===== config.mk =====
export PLATFORM = sky130hd
export DESIGN_NAME = lrb_ram
export DESIGN_NICKNAME = d
export VERILOG_FILES = /design/src/hdl/lrb_ram.sv
export SDC_FILE = /design/constraint.sdc
export NUM_CORES = 1
export LEC_CHECK = 0
export BUFFER_PORTS_ARGS = -buffer_cell sky130_fd_sc_hd__buf_4
export CAP_MARGIN = 20
export CORE_MARGIN = 2
export CORE_UTILIZATION = 28
export DETAILED_ROUTE_END_ITERATION = 8
export PLACE_DENSITY = 0.47
export SYNTH_ARGS = -nofsm -noshare
export SYNTH_HDL_FRONTEND = slang
export SYNTH_SLANG_ARGS = --single-unit

===== constraint.sdc =====
create_clock -name clk -period 4.3 [get_ports clk]
set_input_delay 0.645 -clock clk [delete_from_list [all_inputs] [get_ports clk]]
set_output_delay 0.645 -clock clk [all_outputs]
set_load 0.01 [all_outputs]

===== src/hdl/lrb_ram.sv =====
module lrb_ram #(
    parameter int WIDTH = 8,
    parameter int DEPTH = 16
) (
    input  logic                                  clk,
    input  logic                                  we,
    input  logic [((DEPTH > 1) ? $clog2(DEPTH) : 1)-1:0] waddr,
    input  logic [WIDTH-1:0]                      wdata,
    input  logic [((DEPTH > 1) ? $clog2(DEPTH) : 1)-1:0] raddr,
    output logic [WIDTH-1:0]                      rdata
);
    logic [WIDTH-1:0] mem [DEPTH];

    always_ff @(posedge clk)
    begin
        if (we)
        begin
            mem[waddr] <= wdata;
        end
        rdata <= mem[raddr];
    end
endmodule


After elaboration in Yosys (flattened, before gate mapping)
Memory sizes are Yosys's and may differ from the RTL's. A register that Yosys moved wholly into a read port is not among the register bits. Cells that the tools add are included.

Register bits after elaboration: 0. Bits in latches: 0. RAM bits: 128. ROM bits: 0. Input bits: 18. Output and inout bits: 8. Word-level logic and storage cells: 3. Memories: 1.

$add $sub $neg: 0. Multiply operators: 0. Div/mod/pow operators: 0. Order comparisons: 0. Equal/unequal tests: 0. Shift operators: 0. Mux-type cells: 2. Bitwise logic cells: 0. Reductions and logical operators: 0.

Memories: mem (words 16, width 8, rd ports 1, clocked after Yosys merged registers in 1, wr ports 1, RTL line 12) `logic [WIDTH-1:0] mem [DEPTH];`.

Operators by type and width (number): $mux 1 (2).

Longest topological paths before layout
Gate-level depths: netlist of the first run.

Word-level depth: 2. Depth in mapped cells: 5. Depth with buffers taken out: 3.

Worst setup path after synthesis of the first run
No wires, ideal clock.

Path type: in2reg. Start point: input waddr[2] (netlist bit). End point: memory mem[0][0] (enable). Library setup time: 383 ps. Arrival: 1755 ps. Data required time: 3917 ps. Slack: 2162 ps. Stages: 2. Path buffers: 0. Cells stage by stage: or3b_2 nor3_1.

RTL lines: start: declaration (RTL line 7) `input logic [((DEPTH > 1) ? $clog2(DEPTH) : 1)-1:0] waddr,`; end: declaration (RTL line 12).

Straight into the memory's write port.

Worst setup path after layout of the first run
Start point: input waddr[2] (netlist bit). End point: memory mem[3][3] (enable).

Straight into the memory's write port.

==> summary.md, run 1 <==
| Metric | Value |
|---|---|
| Most crowded layer after global routing | `met2` |
| Area Growth Syn to Fin | `18.8%` |
| Initial DRC Count | `228` |
| Initial core utilization | `28.6%` |
| Sw Share | `21.5%` |
| LEAKAGE | `1.99 nW` |
| Clk root buf | `clkbuf_16` |
| Die area | `0.0195 mm2` |
| Synth Warn # | `0` |
| Cell-internal power | `~0.0023 W` |
| Post-synth top flop | `edfxtp_1` |
| Worst Path Max Fanout | `8` |
| Synth Area per Inst | `22.5 um2` |
| GP Congestion | `approximately 0.66` |
| Crit Reg-Reg Startpoint | `mem[2][1]$_DFFE_PP_` |
| Area leader, netlist | `edfxtp_1` |
| DR pass1 iterations | `4` |
| Period minus WS final | `approximately 2000 ps` |
| Min-delay worst type | `input port to flip-flop` |
| Clock-pin slew on the worst setup and hold paths | `60 ps` |
| Crit path to | `mem[3][3]$_DFFE_PP_` |
| H-tree depth | `4` |
| Synth top area share | `74.7%` |
| Worst path slowest cell | `nor2_1` |
| Final worst path period share | `45.3%` |
| Comb pwr share | `4.9%` |
| Critical path data required time | `4330 ps` |
| DR vias/cell | `roughly 4.7` |
| Nets | `between 200 and 300` |
| Worst R2R Setup Slack | `approximately 2900 ps` |
| Worst setup EP type | `flip-flop` |
| Die width | `around 140 um` |
| IO Pins | `26` |
| Syn Nets | `247` |
| Num Clock Sinks | `136` |
| Initial antenna violation count | `0` |
| Clock latency on the worst-skew pair | `410 ps` |
| I/O Buffers | `25` |
| Startpoint Class | `input port` |
| Pin count of the biggest net entering global routing | `33` |
| Met3 usage | `4.16%` |
| Standard-cell row count | `49` |
| Setup WS pre-CTS | `1720 ps` |
| Clock Path Buffers | `2` |
| Routing usage on met1 | `16.4%` |
| Number of global-route vias before repair | `2447` |
| Clock share of power | `45.0%` |
| Fin. max-slew vios | `0` |
| WL/cell | `21.4 um` |
| Slew HR | `25.2%` |
| Mapped cell area | `0.00515 mm2` |
| Status | `complete, no violations` |
| Final WL | `between 10000 and 15000 um` |
| Endpoints failing hold | `0` |
| RSZ-0062 raised after global routing | `no` |
| Post-DP HPWL | `6470 um` |
| EDFF count, synth | `128` |
| Critical path class | `input port to flip-flop` |
| Fmax | `513 MHz` |
| First-pass GRT wire length | `between 15000 and 20000 um` |
| Fraction of registers with async set/reset | `0%` |
| Top cells by area, synth | `edfxtp_1, mux4_2, mux4_1` |
| Number of antenna diodes | `0` |
| Final-report setup violation count | `0` |
| GRT met2 Usage | `17.5%` |
| Post-synth cell types | `19` |
| Core Footprint | `0.0180 mm2` |
| Maxcap violations | `0` |
| CP Data Arrival Time | `1980 ps` |
| Critical Path Start | `waddr[2]` |
| Total global-route track usage | `11.8%` |
| Worst Tran Pin Value | `between 1000 and 1500 ps` |
| DRT antenna net count | `0` |
| Via Count | `approximately 2400` |
| Synth cell count leaders | `edfxtp_1, mux4_2, a22oi_1` |
| Post-CTS setup buffers | `0` |
| Post-CTS sizing | `0` |
| Cts hold-fix bufs | `0` |
| Post-synthesis sequential area ratio | `77.8%` |
| Most common cell in the synthesized netlist | `edfxtp_1` |
| Worst VDD drop | `about 0.00034 V` |
| Final worst slack | `2350 ps` |
| PD cells | `just under 500 mW/mm2` |
| Post-route setup TNS | `0 ps` |
| Reg2reg end | `rdata[1]$_DFF_P_` |
| CP max stage delay | `700 ps` |
| Die Y | `140 um` |
| #FFs+latches synth | `136` |
| Cell Chain, Critical Path | `buf_4 -> or3b_2 -> nor2_1` |
| Total grt overflow | `0` |
| Ratio of cells with drive above 1 in the final layout | `28.8%` |
| Cells after synthesis | `229` |
| Reg2Reg Depth | `3` |
| Flop pwr share | `50.1%` |
| Worst Skew | `approximately 6.3 ps` |
| CTS buffer count | `17` |
| DRC errors left | `0` |
| Net Sw Power | `0.000640 W` |
| CTS tree | `built` |
[per-stage QoR]
step | cell area [um2] | total power [W] | std cells | hold slack [ps] | util, %
finish | 6120 | 0.00298 | 507 | 549 | 33.9
global route | 6120 | 0.00309 | 507 | 544 | 33.9
CTS | 6110 | 0.00301 | 506 | 536 | 33.9
detailed placement | 5550 | 0.00167 | 474 | 661 | 30.8
global placement | 5550 | 0.00167 | 474 | 660 | 30.8
floorplan | 5150 | 0.00160 | 229 | 629 | -
[cell type report]
class / count / area [um2]
clock inverters: 15 / 131
well taps: 229 / 287
repair buffers: 27 / 203
flip-flops and latches: 136 / 4000
clock buffers: 17 / 425
multi-input cells: 83 / 1070
fillers: 1730 / 11900
[cell usage in the layout (no fill, tap or decap), types with 2 or more instances in the layout]
| cell | count |
|---|---|
| edfxtp_1 | 128 |
| buf_4 | 26 |
| mux4_2 | 18 |
| clkbuf_16 | 17 |
| a22oi_1 | 16 |
| mux4_1 | 14 |
| nor2_1 | 13 |
| nand2_1 | 9 |
| dfxtp_1 | 8 |
| clkinvlp_4 | 5 |
| clkinv_2 | 4 |
| clkinv_4 | 4 |
| nand3b_1 | 2 |
| nor3_1 | 2 |
| nand2b_1 | 2 |
| nor3_2 | 2 |
[worst max-delay path, delay by kind of cell]
family | cells | cell delay [ps]
simple gates | 2 | 1210
buf+inv | 1 | 120
[logic make-up (layout without fill, tap and decap cells)]
logic type	count (synthesis)	count (layout)	share of synthesized area, %
buf+inv	10	59	1.68
simple gates	35	35	3.18
mux	32	32	15.0
flops	136	136	77.8
compound gates	16	16	2.33
[flip-flops by register name, indices dropped and copies added, names as in the netlist]
signal,flops
mem,128
rdata,8
[per-layer routing]
layer  wire [um]  vias to the layer above
li1            -                     1049
met1        5060                     1225
met2        4980                       76
met3         694                       10
met4         107                        0
met5           0                        -
[power by group through the flow]
stage	clock (W)	combinational, W	sequential, W
floorplan	0	0.0000752	0.00152
global placement	0	0.000148	0.00152
detailed placement	0	0.000149	0.00152
CTS	0.00137	0.000150	0.00149
global route	0.00143	0.000159	0.00149
finish	0.00134	0.000146	0.00149
[worst min-delay path by stage]
stage | startpoint | to | slack [ps] | depth (start not counted)
3_5_place_dp | mem[12][2]$_DFFE_PP_ | rdata[2]$_DFF_P_ | 660 | 3
5_1_grt | wdata[7] | mem[6][7]$_DFFE_PP_ | 540 | 1
3_3_place_gp | mem[14][1]$_DFFE_PP_ | rdata[1]$_DFF_P_ | 660 | 3
4_1_cts | wdata[7] | mem[14][7]$_DFFE_PP_ | 540 | 1
2_1_floorplan | mem[7][0]$_DFFE_PP_ | rdata[0]$_DFF_P_ | 630 | 3
6_report | wdata[6] | mem[14][6]$_DFFE_PP_ | 550 | 1
No activity file was read; power rests on OpenSTA's default activity.
==> run 2, diff against run 1 <==
==> constraint.sdc (replaced) <==
create_clock -name clk -period 2 [get_ports clk]
set_input_delay 0.3 -clock clk [delete_from_list [all_inputs] [get_ports clk]]
set_output_delay 0.3 -clock clk [all_outputs]
set_load 0.01 [all_outputs]
==> run 2 against run 1 <==
Effect of this change: sequential power is 120% higher; utilization is 0.78 points higher; largest power group unchanged; critical path type is now flip-flop to flip-flop; highest routed layer unchanged; cell count is 3.9% higher; worst setup slack worse by 1800 ps; critical endpoint is now rdata[2]$_DFF_P_.
==> summary.md, run 2 (synthesized netlist as in run 1, its figures left out) <==
| Metric | Value |
|---|---|
| Status | `complete, no violations (unchanged)` |
| Critical path data required time | `2290 ps (was 4330 ps)` |
| Worst path slowest cell | `mux4_1 (was nor2_1)` |
| Via Count | `2401 (was 2360)` |
| Max reg flops | `128 (unchanged)` |
| Pin count of the biggest net entering global routing | `23 (was 33)` |
| Tot Pwr | `0.00628 W (was 0.00298 W)` |
| Area Growth Syn to Fin | `21.6% (was 18.8%)` |
| Cell Chain, Critical Path | `mux4_1 -> a22oi_1 -> nand2_1 (was buf_4 -> or3b_2 -> nor2_1)` |
| Worst Tran Pin Value | `451 ps (was 1120 ps)` |
| Largest regs | `mem x128, rdata x8 (unchanged)` |
| Final worst path period share | `71.4%` |
| Nets | `302 (was 283)` |
| Period minus WS final | `approximately 1400 ps` |
| Fmax | `700 MHz` |
| Slew HR | `70.0% (was 25.2%)` |
| Die width | `140 um (unchanged)` |
| Total grt overflow | `0 (unchanged)` |
| Post-CTS sizing | `0 (unchanged)` |
| GP Congestion | `0.693 (was 0.662)` |
| Total global-route track usage | `12.0% (was 11.8%)` |
| Worst Path Max Fanout | `1 (was 8)` |
| Maxcap violations | `0 (unchanged)` |
| Clock-pin slew on the worst setup and hold paths | `50 ps (was 60 ps)` |
| Core Footprint | `0.0180 mm2 (unchanged)` |
| Final WL | `10600 um (was 10800 um)` |
| DRC errors left | `0 (unchanged)` |
| Initial core utilization | `28.6% (unchanged)` |
| DR vias/cell | `4.56 (was 4.65)` |
| Clock latency on the worst-skew pair | `410 ps (about the same)` |
| RSZ-0062 raised after global routing | `no (unchanged)` |
| Num Clock Sinks | `136 (unchanged)` |
| I/O Buffers | `25 (unchanged)` |
| IO Pins | `26 (unchanged)` |
| DRT antenna net count | `0 (unchanged)` |
| Endpoints failing hold | `0 (unchanged)` |
| Post-CTS setup buffers | `0 (unchanged)` |
| Post-route setup TNS | `0 ps (unchanged)` |
| Most flops, register | `mem (unchanged)` |
| DR pass1 iterations | `4 (unchanged)` |
| First-pass GRT wire length | `16600 um (was 16100 um)` |
| Fin Hold WS | `201 ps (was 549 ps)` |
| Initial DRC Count | `304 (was 228)` |
| Family with the most delay on the worst path | `multiplexers (was simple AND/OR/NAND/NOR gates)` |
| Commonest non-fill, non-tap cell in the layout | `edfxtp_1 (unchanged)` |
| CP Data Arrival Time | `1710 ps (was 1980 ps)` |
| Worst setup EP type | `flip-flop (unchanged)` |
| Initial antenna violation count | `0 (unchanged)` |
| Final worst slack | `572 ps (was 2350 ps)` |
| Die area | `0.0195 mm2 (unchanged)` |
| Ratio of cells with drive above 1 in the final layout | `30.0% (was 28.8%)` |
| Critical path class | `flip-flop to flip-flop (was input port to flip-flop)` |
| WL/cell | `20.1 um (was 21.4 um)` |
| Standard-cell row count | `49 (unchanged)` |
| Worst Skew | `5.40 ps (was 6.29 ps)` |
| Post-DP HPWL | `6920 um (was 6470 um)` |
| Cts hold-fix bufs | `0 (unchanged)` |
| Worst path bufs/invs | `0 (was 1)` |
| Startpoint Class | `flip-flop (was input port)` |
| LEAKAGE | `2.10 nW (was 1.99 nW)` |
| CTS buffer count | `17 (unchanged)` |
| Final-report setup violation count | `0 (unchanged)` |
| CTS tree | `built (unchanged)` |
| Min-delay worst type | `input port to flip-flop (unchanged)` |
| Number of global-route vias before repair | `2670 (was 2447)` |
| Fin. max-slew vios | `0 (unchanged)` |
| CP max stage delay | `520 ps (was 700 ps)` |
| Clk root buf | `clkbuf_16 (unchanged)` |
| PD cells | `1000 mW/mm2 (was 487 mW/mm2)` |
| Setup WS pre-CTS | `241 ps (was 1720 ps)` |
| Die Y | `140 um (unchanged)` |
| Worst VDD drop | `0.000616 V (was 0.000342 V)` |
| Most frequent cells in the layout | `edfxtp_1, buf_4, mux4_2, clkbuf_16, a22oi_1 (unchanged)` |
| H-tree depth | `4 (unchanged)` |
| Clock Path Buffers | `2 (unchanged)` |
[run 2: changes by cell type in the layout (fill, tap and decap cells not counted), sizes merged]
cell,change
buf,+20
clkinv,-5
clkbuf,+11
diode,+1
clkinvlp,-5
inv,-1
bufinv,-1
[run 2: final cells by class]
class / count / area (um2)
repair buffers: 46 / 383
fillers: 1723 / 11800
clock buffers: 29 / 510
diodes: 1 / 2.50
well taps: 229 / 287
clock inverters: 3 / 15.0
multi-input cells: 83 / 1060
flip-flops and latches: 136 / 4000
[run 2: worst paths after layout]
check	from	endpoint	slack, ps	cells past startpoint
max	mem[1][2]$_DFFE_PP_	rdata[2]$_DFF_P_	570	3
min	wdata[5]	mem[6][5]$_DFFE_PP_	200	1
max reg2reg	mem[1][2]$_DFFE_PP_	rdata[2]$_DFF_P_	570	3
min reg2reg	mem[3][0]$_DFFE_PP_	rdata[0]$_DFF_P_	670	3
[run 2: through the flow]
step           instance area, um2  std cells  utilization, %
5_1_grt                      6260        526            34.7
3_5_place_dp                 5730        494            31.8
3_3_place_gp                 5730        494            31.8
2_1_floorplan                5150        229               -
4_1_cts                      6260        526            34.7
6_report                     6260        527            34.7
[run 2: per-layer routing]
| layer | part of all wire [%] | wire (um) | track usage, % | vias to the layer above |
|---|---|---|---|---|
| met4 | 1.3 | 138 | 4.42 | 0 |
| met2 | 48 | 5050 | 18.4 | 52 |
| met1 | 47 | 4960 | 16.0 | 1253 |
| met5 | 0 | 0 | 0 | - |
| li1 | - | - | - | 1085 |
| met3 | 4.4 | 462 | 3.89 | 11 |
[run 2: report_power, final]
group | internal, W | switching [W]
logic | 0.000153 | 0.000174
clock network | 0.00171 | 0.00104
registers | 0.00319 | 0.0000206
total | 0.00505 | 0.00123
