==> config.mk <==
export PLATFORM = sky130hd
export DESIGN_NAME = lrb_rank_logic
export DESIGN_NICKNAME = d
export VERILOG_FILES = /design/src/hdl/lrb_pkg.sv /design/src/hdl/lrb_rank_logic.sv
export SDC_FILE = /design/constraint.sdc
export NUM_CORES = 1
export LEC_CHECK = 0
export BUFFER_PORTS_ARGS = -buffer_cell sky130_fd_sc_hd__buf_2
export CAP_MARGIN = 20
export CELL_PAD_IN_SITES_DETAIL_PLACEMENT = 1
export CELL_PAD_IN_SITES_GLOBAL_PLACEMENT = 2
export CORE_UTILIZATION = 31
export DETAILED_ROUTE_END_ITERATION = 8
export PLACE_DENSITY = 0.94
export SETUP_SLACK_MARGIN = 0.3
export SYNTH_ARGS = -nofsm -noshare
export SYNTH_HDL_FRONTEND = slang
export SYNTH_SLANG_ARGS = --single-unit
export TNS_END_PERCENT = 100
==> constraint.sdc <==
create_clock -name vclk -period 6.5
set_clock_uncertainty 0.05 [all_clocks]
set_input_delay 0.65 -clock vclk [all_inputs]
set_output_delay 0.65 -clock vclk [all_outputs]
set_load 0.01 [all_outputs]
==> src/hdl/lrb_pkg.sv <==
package lrb_pkg;

    localparam int SET_W      = 11;
    localparam int WAY_W      = 5;
    localparam int PC_W       = 12;
    localparam int CNT_W      = 3;
    localparam int CFG_IDX_W  = 1;
    localparam int CFG_DATA_W = 3;

    localparam int DEF_NUM_SETS      = 2048;
    localparam int DEF_NUM_WAYS      = 16;
    localparam int DEF_TABLE_ENTRIES = 4096;

    localparam logic [CNT_W-1:0] CNT_RESET    = 3'd3;
    localparam logic [CNT_W-1:0] THRESH_RESET = 3'd6;
    localparam logic [CNT_W-1:0] CEIL_RESET   = 3'd7;

    typedef enum logic
    {
        OP_QUERY  = 1'b0,
        OP_UPDATE = 1'b1
    } lrb_op_t;

    typedef enum logic [CFG_IDX_W-1:0]
    {
        CFG_THRESHOLD = 1'b0,
        CFG_CEILING   = 1'b1
    } lrb_cfg_idx_t;

endpackage

==> src/hdl/lrb_rank_logic.sv <==
module lrb_rank_logic #(
    parameter int NUM_WAYS = lrb_pkg::DEF_NUM_WAYS
) (
    input  logic [NUM_WAYS*$clog2(NUM_WAYS)-1:0] row,
    input  logic [$clog2(NUM_WAYS)-1:0]          touch_way,
    output logic [$clog2(NUM_WAYS)-1:0]          lru_way,
    output logic [NUM_WAYS*$clog2(NUM_WAYS)-1:0] row_next
);
    import lrb_pkg::*;

    localparam int RANK_W = $clog2(NUM_WAYS);
    localparam logic [RANK_W-1:0] RANK_LAST = RANK_W'(NUM_WAYS - 1);

    logic [RANK_W-1:0] pivot;

    assign pivot = row[touch_way*RANK_W +: RANK_W];

    // lowest way holding the last rank, way 0 when none does
    always_comb
    begin
        lru_way = '0;
        for (int w = NUM_WAYS - 1; w >= 0; w--)
        begin
            if (row[w*RANK_W +: RANK_W] == RANK_LAST)
            begin
                lru_way = RANK_W'(w);
            end
        end
    end

    // promote touched way, age the ones that were more recent
    always_comb
    begin
        for (int w = 0; w < NUM_WAYS; w++)
        begin
            if (RANK_W'(w) == touch_way)
            begin
                row_next[w*RANK_W +: RANK_W] = '0;
            end
            else if (row[w*RANK_W +: RANK_W] < pivot)
            begin
                row_next[w*RANK_W +: RANK_W] = row[w*RANK_W +: RANK_W] + RANK_W'(1);
            end
            else
            begin
                row_next[w*RANK_W +: RANK_W] = row[w*RANK_W +: RANK_W];
            end
        end
    end
endmodule

# Yosys cells after proc, flatten, opt, wreduce, memory -nomap -nowiden
# Cells that the tools add are included.
# totals
word_cells	113
in_bits	68
regBits	0
# classes
n_eq_ne	31
add_sub_neg	16
magnitude_cmp	16
n_reduce_logical	1
muxes	48
shift	1
# ops
operator	count
4-bit two-way mux	48
4-bit by 1-bit adder with 4-bit output, second input constant	16
4-bit equality test, second input constant	16
4-bit < comparator	16
64-bit by 7-bit indexed part select with 4-bit output	1
4-bit equality test, first input constant	8
3-bit by 4-bit equality test with 1-bit output, first input constant	4
2-bit by 4-bit equality test with 1-bit output, first input constant	2
1-bit by 4-bit equality test with 1-bit output, first input constant	1
4-bit logical NOT	1

# Depth between registers and ports, before layout
# Gate-level depths: netlist of the first run.
# logic_depth
ltp_word	17
depth_mapped	12
depth_no_buf	10

# Worst setup path after synthesis of the first run
# OpenSTA, ideal clock, no wires.
# synth_timing
path_kind	input port to output port
startpoint	input touch_way[0]
endpoint	output row_next[22]
t_required_ns	5.800
arrival_time_ns	3.612
slack_ns	2.188
cell_stages	10
path_cell_list	buf_4 > buf_2 > mux4_2 > mux4_2 > inv_1 > ha_1 > a21oi_1 > nand3_1 > or4_1 > o311a_1
# synth_via
elab_chain_len	4
elab_cells_between_ends	5
cone_classes	order compare: 1; eq/ne: 1; shift: 1; mux: 2
# synth_rtl
item	line_no	text
from (decl)	lrb_rank_logic.sv:5	input logic [$clog2(NUM_WAYS)-1:0] touch_way,
64-bit by 7-bit indexed part select with 4-bit output	lrb_rank_logic.sv:16	assign pivot = row[touch_way*RANK_W +: RANK_W];
4-bit < comparator	lrb_rank_logic.sv:40	else if (row[w*RANK_W +: RANK_W] < pivot)
4-bit two-way mux	lrb_rank_logic.sv:40	
4-bit two-way mux (*)	lrb_rank_logic.sv:36	if (RANK_W'(w) == touch_way)
to (decl)	lrb_rank_logic.sv:7	output logic [NUM_WAYS*$clog2(NUM_WAYS)-1:0] row_next
# Every way passes the cells marked *; elsewhere a longest branch is shown, timed or not.

# Worst setup path in the final report of the first run
# layout_timing
startpoint	input touch_way[0]
endpoint	output row_next[28]
# The elaborated chain is that of the path after synthesis.

==> summary.txt, run 1 <==
top-area cell type share of the netlist area: 19.54%
Starting Density: 32.09%
Clock Buffer Count: 0
part of the power in registers: 0%
setup bufs post-CTS: 0
post_cts resized: 0
DRT Pass-1 Iters: 4
GRT overflow: 0
WS Path Type: in -> out
CP max FO: 21
Logic pwr share: 100.0%
vias in the first global route: 5,266
DRC: 0
Die H: 117.0 microns
hold endpoint: row_next[24]
DR vias: 5,416
Avg Cell Area, Syn: 6.983 sq um
Antenna Violating Nets Remaining: 0
Finish-stage setup viols: 0
cell taking the most area after synthesis: ha_1
DR vias/cell: 6.155
share of cells above drive strength 1: 22.18%
number of port buffers: 136
drt first-iter violations: 316
placed cells: 880
HP Start: row[24]
RSZ-0062 raised after global routing: no
DIE WIDTH: 117.0 microns
CP Capture Type: output port
clock share of power: 0%
die footprint: 0.01369 sq mm
Final WS setup: 1.496 ns
max_cap viols: 0
Yosys cell types: 42
fin cells: 880
dpl hpwl: 14,140 microns
Required @ worst endpoint: 5.80 ns
worst relative slew slack: 34.80%
initial antenna violation count: 0
final hold vios: 0
Synth area leaders: ha_1 20%, mux4_2 8.8%, nand3_1 6.6%
Area growth syn-to-layout: 19.78%
Synth Instances: 587
CP max stage cell: mux4_2
CP startpoint kind: input pin
WL/cell: 19.53 microns
worst-margin pin slew: 0.9780 ns
max incr delay on CP: 0.59 ns
cell row count: 41
Syn Nets: 719
fin crit share: 76.98%
Tot GR Track Use: 24.74%
pin count of the biggest net entering global routing: 28
Ys Warns: 0
Top-Level Pins: 136
Seq cells: 0
Post-Place Worst Slack: 1.513 ns
fin crit period: 5.004 ns
GPL Wtd Cong: 0.9309
Core ar.: 0.01277 sq mm
WHS: 1.634 ns
Synth top cells by count: 65 x nand2_1, 64 x ha_1, 54 x nand3_1
first-pass GRT wire length: 27,060 microns
Mapped Area: 0.004099 sq mm
status: completed
internal power: 0.2524 mW
antenna cell count: 0
Pins Over Slew Limit: 0
achievable frequency: 199.8 MHz
CP cell instances: buf_2 -> mux4_2 -> mux4_2 -> inv_1 -> ha_1 -> a21oi_1 -> and2_1 -> a311oi_1 -> a211oi_1 -> buf_2
NetSw: 0.4012 mW
most common cell in the netlist: nand2_1
final setup TNS: 0 ns
hold path depth: 3
worst min path class: in -> out
sw frac: 61.38%
register area: 0 sq um
fin nets: 842
Worst EP arrival: 4.30 ns
hold bufs inserted after CTS: 0
WL final: 17,180 microns
pwr/cell area: 133.1 mW/mm^2
P_leak: 2.258 nW
post-synthesis sequential area ratio: 0%
Max IR drop VDD: 43.39 uV
==> through the flow <==
| step | area, sq um | power (mW) | util (%) |
|---|---|---|---|
| finish | 4910 | 0.6536 | 38.44 |
| global route | 4910 | 0.7189 | 38.44 |
| CTS | 4910 | 0.6503 | 38.44 |
| detailed placement | 4910 | 0.6481 | 38.44 |
| global placement | 4910 | 0.6160 | 38.44 |
| floorplan | 4099 | 0.4192 | - |
==> power by group through the flow <==
stage	Sequential, mW	Combinational, mW	Clock, mW
3_5_place_dp	0	0.648	0
3_3_place_gp	0	0.616	0
5_1_grt	0	0.719	0
2_1_floorplan	0	0.419	0
4_1_cts	0	0.650	0
6_report	0	0.654	0
==> cell families (layout without fill, tap and decap cells) <==
kind of cell / Yosys count / in the layout / share of synthesized area (%)
AO/OA/AOI/OAI: 164 / 164 / 26.34
multiplexers: 38 / 38 / 14.19
adder cells (fa/ha/maj): 64 / 64 / 19.54
buffers and inverters: 36 / 157 / 4.090
XOR/XNOR: 16 / 16 / 3.419
AND/OR/NAND/NOR: 269 / 269 / 32.42
==> worst max-delay path, delay by kind of cell <==
| kind | cells | cell delay (ns) |
|---|---|---|
| and+or+nand+nor | 1 | 0.29 |
| muxes | 2 | 1.07 |
| adders and majority gates | 1 | 0.39 |
| AOI/OAI and AO/OA | 3 | 0.71 |
| buffers and inverters | 3 | 1.18 |
==> how the worst max path moves through the flow <==
stage | endpoint | slack (ns) | from | cells past startpoint
after floorplan | row_next[22] | 2.19 | touch_way[0] | 10
after global placement | row_next[22] | 1.61 | touch_way[0] | 10
after global routing | row_next[29] | 1.26 | touch_way[0] | 10
final | row_next[28] | 1.50 | touch_way[0] | 10
after CTS | row_next[48] | 1.52 | touch_way[0] | 11
after detailed placement | row_next[22] | 1.51 | touch_way[0] | 10
==> cells in the final DEF (no fill, tap or decap), drive strengths merged, types with 7 or more instances in the layout <==
cell type	instances
nand2b	19
o211ai	17
buf	137
mux2i	21
nand3	54
xor2	13
a31oi	17
nand4	15
nand2	65
o21ai	20
a211oi	25
a21o	7
nor3	21
and3	23
nor2	43
a311oi	18
mux4	16
nor4	14
a21oi	47
inv	20
ha	64
==> metal layers <==
layer,vias up,global-route usage [%],share of wire [%]
met3,31,1.133,5.7
met4,0,6.920,2.4
met2,204,43.12,47
met1,2611,33.22,44
li1,2570,-,-
met5,-,0,0
==> cell type report <==
cell class,instances,area [sq um]
Fill cell,1699,7864
Multi-Input combinational cell,551,3931
Timing Repair Buffer,137,688.2
Tap cell,172,215.2
Inverter,20,75.07
No activity file was read; power rests on OpenSTA's default activity.
==> run 2: changes to the inputs <==
- CORE_UTILIZATION: 31 -> 26
- PLACE_DENSITY: 0.94 -> 0.85
- clock period: 6.5 -> 4.3 ns (I/O delays scaled with it)
==> run 2 against run 1 <==
Combinational power is 57% higher. Critical path depth grew 1. Core utilization shrank 5.3 points. Sequential cell count unchanged. Cell count rose by 5.6%. Setup slack worse by 1.0 ns. Hold slack worse by 0.44 ns. Cell area grew 3.5%. Die area grew 19%. Non-clock buffer count rose by 10. Global-route usage down 2.5 points. Via count increased by 2.0%.
==> summary.txt, run 2 (synthesized netlist as in run 1, its figures left out) <==
Antenna Violating Nets Remaining: 0 (unchanged)
RSZ-0062 raised after global routing: no
CP Capture Type: output port
GPL Wtd Cong: 0.9158 (-1.6%)
status: completed
Pins Over Slew Limit: 0 (unchanged)
drt first-iter violations: 307 (-2.8%)
Area growth syn-to-layout: 23.99%
fin nets: 852 (+1.2%)
Seq cells: 0 (unchanged)
global routing's busiest layer: met2
DRT Pass-1 Iters: 4 (unchanged)
die footprint: 0.01627 sq mm (+19%)
pwr/cell area: 203.5 mW/mm^2 (+53%)
hold bufs inserted after CTS: 0 (unchanged)
Starting Density: 26.76% (-5.3 points)
met1 Track Usage GR: 29.29% (-3.9 points)
number of port buffers: 136 (unchanged)
final hold vios: 0 (unchanged)
fin crit share: 89.17%
achievable frequency: 260.8 MHz
WL final: 18,340 microns (+6.7%)
setup bufs post-CTS: 0 (unchanged)
cell row count: 45 (+9.8%)
WL/cell: 19.74 microns (+1.1%)
worst min path class: in -> out
Required @ worst endpoint: 3.82 ns (-1.98 ns)
Die H: 127.6 microns (+9.0%)
first-pass GRT wire length: 29,370 microns (+8.5%)
Worst EP arrival: 3.35 ns (-0.95 ns)
commonest non-fill, non-tap cell in the layout: buf_2
Fill cells: 1,979 (+16%)
DIE WIDTH: 127.6 microns (+9.0%)
worst-margin pin slew: 0.7778 ns (-0.2002 ns)
max_cap viols: 0 (unchanged)
initial antenna violation count: 0 (unchanged)
Tot GR Track Use: 22.28% (-2.5 points)
worst relative slew slack: 48.14% (+13 points)
Power Total: 1.034 mW (+58%)
DRC: 0 (unchanged)
GRT overflow: 0 (unchanged)
DR vias: 5,524 (+2.0%)
Util after Layout: 33.19% (-5.3 points)
fin crit period: 3.834 ns
share of cells above drive strength 1: 23.68% (+1.5 points)
pin count of the biggest net entering global routing: 34 (+21%)
CP max FO: 21 (unchanged)
Top-Level Pins: 136 (unchanged)
register area: 0 sq um (unchanged)
most frequent cells in the layout: 134 x buf_2, 65 x nand2_1, 64 x ha_1, 54 x nand3_1, 44 x a21oi_1
DR vias/cell: 5.946 (-3.4%)
Max IR drop VDD: 74.72 uV (+72%)
Core ar.: 0.01531 sq mm (+20%)
P_leak: 2.321 nW (+2.8%)
Finish-stage setup viols: 0 (unchanged)
WS Path Type: in -> out
antenna cell count: 0 (unchanged)
hold path depth: 3 (unchanged)
CP startpoint kind: input pin
grt met3 use: 1.340% (+0.21 points)
Clock Buffer Count: 0 (unchanged)
final setup TNS: 0 ns (unchanged)
met2 GRT Util: 40.18% (-2.9 points)
vias in the first global route: 5,568 (+5.7%)
dpl hpwl: 15,220 microns (+7.7%)
run 2: path summary, 6_finish.rpt:
kind | startpoint | end | slack (ns)
worst min-delay path | row[32] | row_next[32] | 1.19
worst max-delay path | touch_way[0] | row_next[28] | 0.47
run 2: where the power goes:
group | switching, mW | leakage [nW] | internal [mW]
registers | 0 | 0 | 0
logic | 0.625 | 2.32 | 0.410
clock network | 0 | 0 | 0
run 2: layer usage:
| layer | share of wire (%) | wire (microns) | up-vias |
|---|---|---|---|
| li1 | - | - | 2575 |
| met1 | 46 | 8374 | 2736 |
| met2 | 48 | 8854 | 187 |
| met3 | 4.4 | 808 | 26 |
| met4 | 1.7 | 305 | 0 |
| met5 | 0 | 0 | - |
run 2: area by class of cell:
cell class         instances  area (sq um)  area share [%]
inverters                 20         75.07           1.477
repair buffers           147         800.8           15.76
multi-input cells        551          3943           77.57
well taps                211         264.0           5.194
run 2: metrics by stage:
step	hold slack (ns)	setup slack [ns]	instances	cell area [sq um]
2_1_floorplan	0.8932	0.4281	587	4099
3_3_place_gp	1.184	0.2840	929	5059
3_5_place_dp	1.195	0.06630	929	5059
4_1_cts	1.194	0.3341	929	5065
5_1_grt	1.219	0.3135	929	5082
6_report	1.191	0.4658	929	5082
run 2: critical path: stages:
cell and delay [ns]:
buf_8 0.19, mux4_2 0.54, mux4_2 0.46, inv_1 0.13
buf_12 0.16, ha_1 0.25, a21oi_1 0.36, and2_1 0.28
a311oi_1 0.07, a211oi_1 0.28, buf_2 0.18
run 2: what timing repair did:
action                                  4_1_cts  5_1_grt
hold endpoints to repair                      0        0
resized for setup                             2        6
gates cloned                                  0        0
endpoints found under the setup margin       42       20
==> run 3: changes to the inputs <==
- CORE_UTILIZATION: 26 -> 31
- PLACE_DENSITY: 0.85 -> 0.94
- clock period: 4.3 -> 4.9 ns (I/O delays scaled with it)
==> run 3 against run 2 <==
Setup slack improved by 0.096 ns. Cell area fell by 2.1%. Combinational power shrank 14%. Largest cell class unchanged. Routed wire length decreased by 5.1%.
==> summary.txt, run 3 (synthesized netlist as in run 1, its figures left out) <==
Area after DPL: 0.004977 sq mm (-1.6%)
initial antenna violation count: 0 (unchanged)
die footprint: 0.01369 sq mm (-16%)
final hold vios: 0 (unchanged)
Clock Buffer Count: 0 (unchanged)
antenna cell count: 0 (unchanged)
DIE WIDTH: 117.0 microns (-8.3%)
max_cap viols: 0 (unchanged)
CP max stage cell: mux4_2
largest delay contributor family on the critical path: multiplexers
number of port buffers: 136 (unchanged)
DRC: 0 (unchanged)
WL final: 17,420 microns (-5.1%)
most frequent cells in the layout: 136 x buf_2, 65 x nand2_1, 64 x ha_1, 54 x nand3_1, 47 x a21oi_1
WL/cell: 19.59 microns (-0.78%)
status: completed
max incr delay on CP: 0.61 ns (+0.07 ns)
DR vias: 5,451 (-1.3%)
worst min path class: in -> out
fin nets: 851 (-0.12%)
Antenna Violating Nets Remaining: 0 (unchanged)
setup bufs post-CTS: 0 (unchanged)
CP startpoint kind: input pin
met1 Track Usage GR: 33.88% (+4.6 points)
met2 GRT Util: 45.17% (+5.0 points)
worst relative slew slack: 44.38% (-3.8 points)
Top-Level Pins: 136 (unchanged)
Pins Over Slew Limit: 0 (unchanged)
achievable frequency: 230.5 MHz
P_leak: 2.301 nW (-0.84%)
drt first-iter violations: 277 (-9.8%)
CP Capture Type: output port
CP cell instances: buf_2 -> mux4_2 -> mux4_2 -> inv_1 -> buf_4 -> ha_1 -> a21oi_1 -> and2_1 -> a311oi_1 -> a211oi_1 -> buf_2
RSZ-0062 raised after global routing: no
DRT Pass-1 Iters: 4 (unchanged)
GRT overflow: 0 (unchanged)
share of cells above drive strength 1: 23.15% (-0.52 points)
first-pass GRT wire length: 27,790 microns (-5.4%)
dpl hpwl: 14,290 microns (-6.1%)
Area growth syn-to-layout: 21.43%
final setup TNS: 0 ns (unchanged)
pwr/cell area: 177.9 mW/mm^2 (-13%)
hold bufs inserted after CTS: 0 (unchanged)
Die H: 117.0 microns (-8.3%)
vias in the first global route: 5,376 (-3.4%)
WHS: 1.305 ns (+0.1142 ns)
CP max FO: 21 (unchanged)
Max IR drop VDD: 64.83 uV (-13%)
fin crit share: 88.53%
fin crit period: 4.338 ns
Finish-stage setup viols: 0 (unchanged)
Worst EP arrival: 3.80 ns (+0.45 ns)
Seq cells: 0 (unchanged)
commonest non-fill, non-tap cell in the layout: buf_2
register area: 0 sq um (unchanged)
DR vias/cell: 6.132 (+3.1%)
worst-margin pin slew: 0.8343 ns (+0.05644 ns)
pin count of the biggest net entering global routing: 31 (-8.8%)
global routing's busiest layer: met2
Starting Density: 32.09% (+5.3 points)
design area: 0.004977 sq mm (-2.1%)
cell row count: 41 (-8.9%)
Tot GR Track Use: 25.36% (+3.1 points)
GPL Wtd Cong: 0.9140 (-0.20%)
Core ar.: 0.01277 sq mm (-17%)
WP buf/inv: 4 (unchanged)
Required @ worst endpoint: 4.36 ns (+0.54 ns)
WS Path Type: in -> out
post_cts resized: 0 (-2)
grt met3 use: 1.905% (+0.57 points)
run 3: cell types whose count changed in the layout (fill, tap and decap cells not counted), sizes merged:
cell,before,now
clkbuf,1,0
run 3: cell type report:
| type | instances | area (sq um) |
|---|---|---|
| inverter | 20 | 75.07 |
| timing repair buffer | 146 | 755.7 |
| fill | 1706 | 7796 |
| multi-input combinational | 551 | 3931 |
| tap | 172 | 215.2 |
run 3: stage by stage:
stage	power, mW	setup WS, ns	cells	util [%]
floorplan	0.5561	0.9081	587	-
global placement	0.8369	0.7440	889	38.97
detailed placement	0.8765	0.5823	889	38.97
CTS	0.8811	0.5684	889	38.97
global route	0.9785	0.4082	889	38.97
finish	0.8855	0.5620	889	38.97
run 3: per-layer routing:
metal,share of wire (%),routed length [microns],vias to the layer above
li1,-,-,2581
met1,45,7843,2682
met2,48,8400,176
met3,5.9,1032,12
met4,0.80,139,0
met5,0,0,-
run 3: worst paths after layout:
check                         from           end  cells past startpoint
worst max-delay path  touch_way[0]  row_next[28]                     11
worst min-delay path       row[32]  row_next[32]                      3
run 3: where the power goes:
group | switching (mW) | leakage (nW) | internal (mW)
logic | 0.537 | 2.30 | 0.349
clock network | 0 | 0 | 0
registers | 0 | 0 | 0
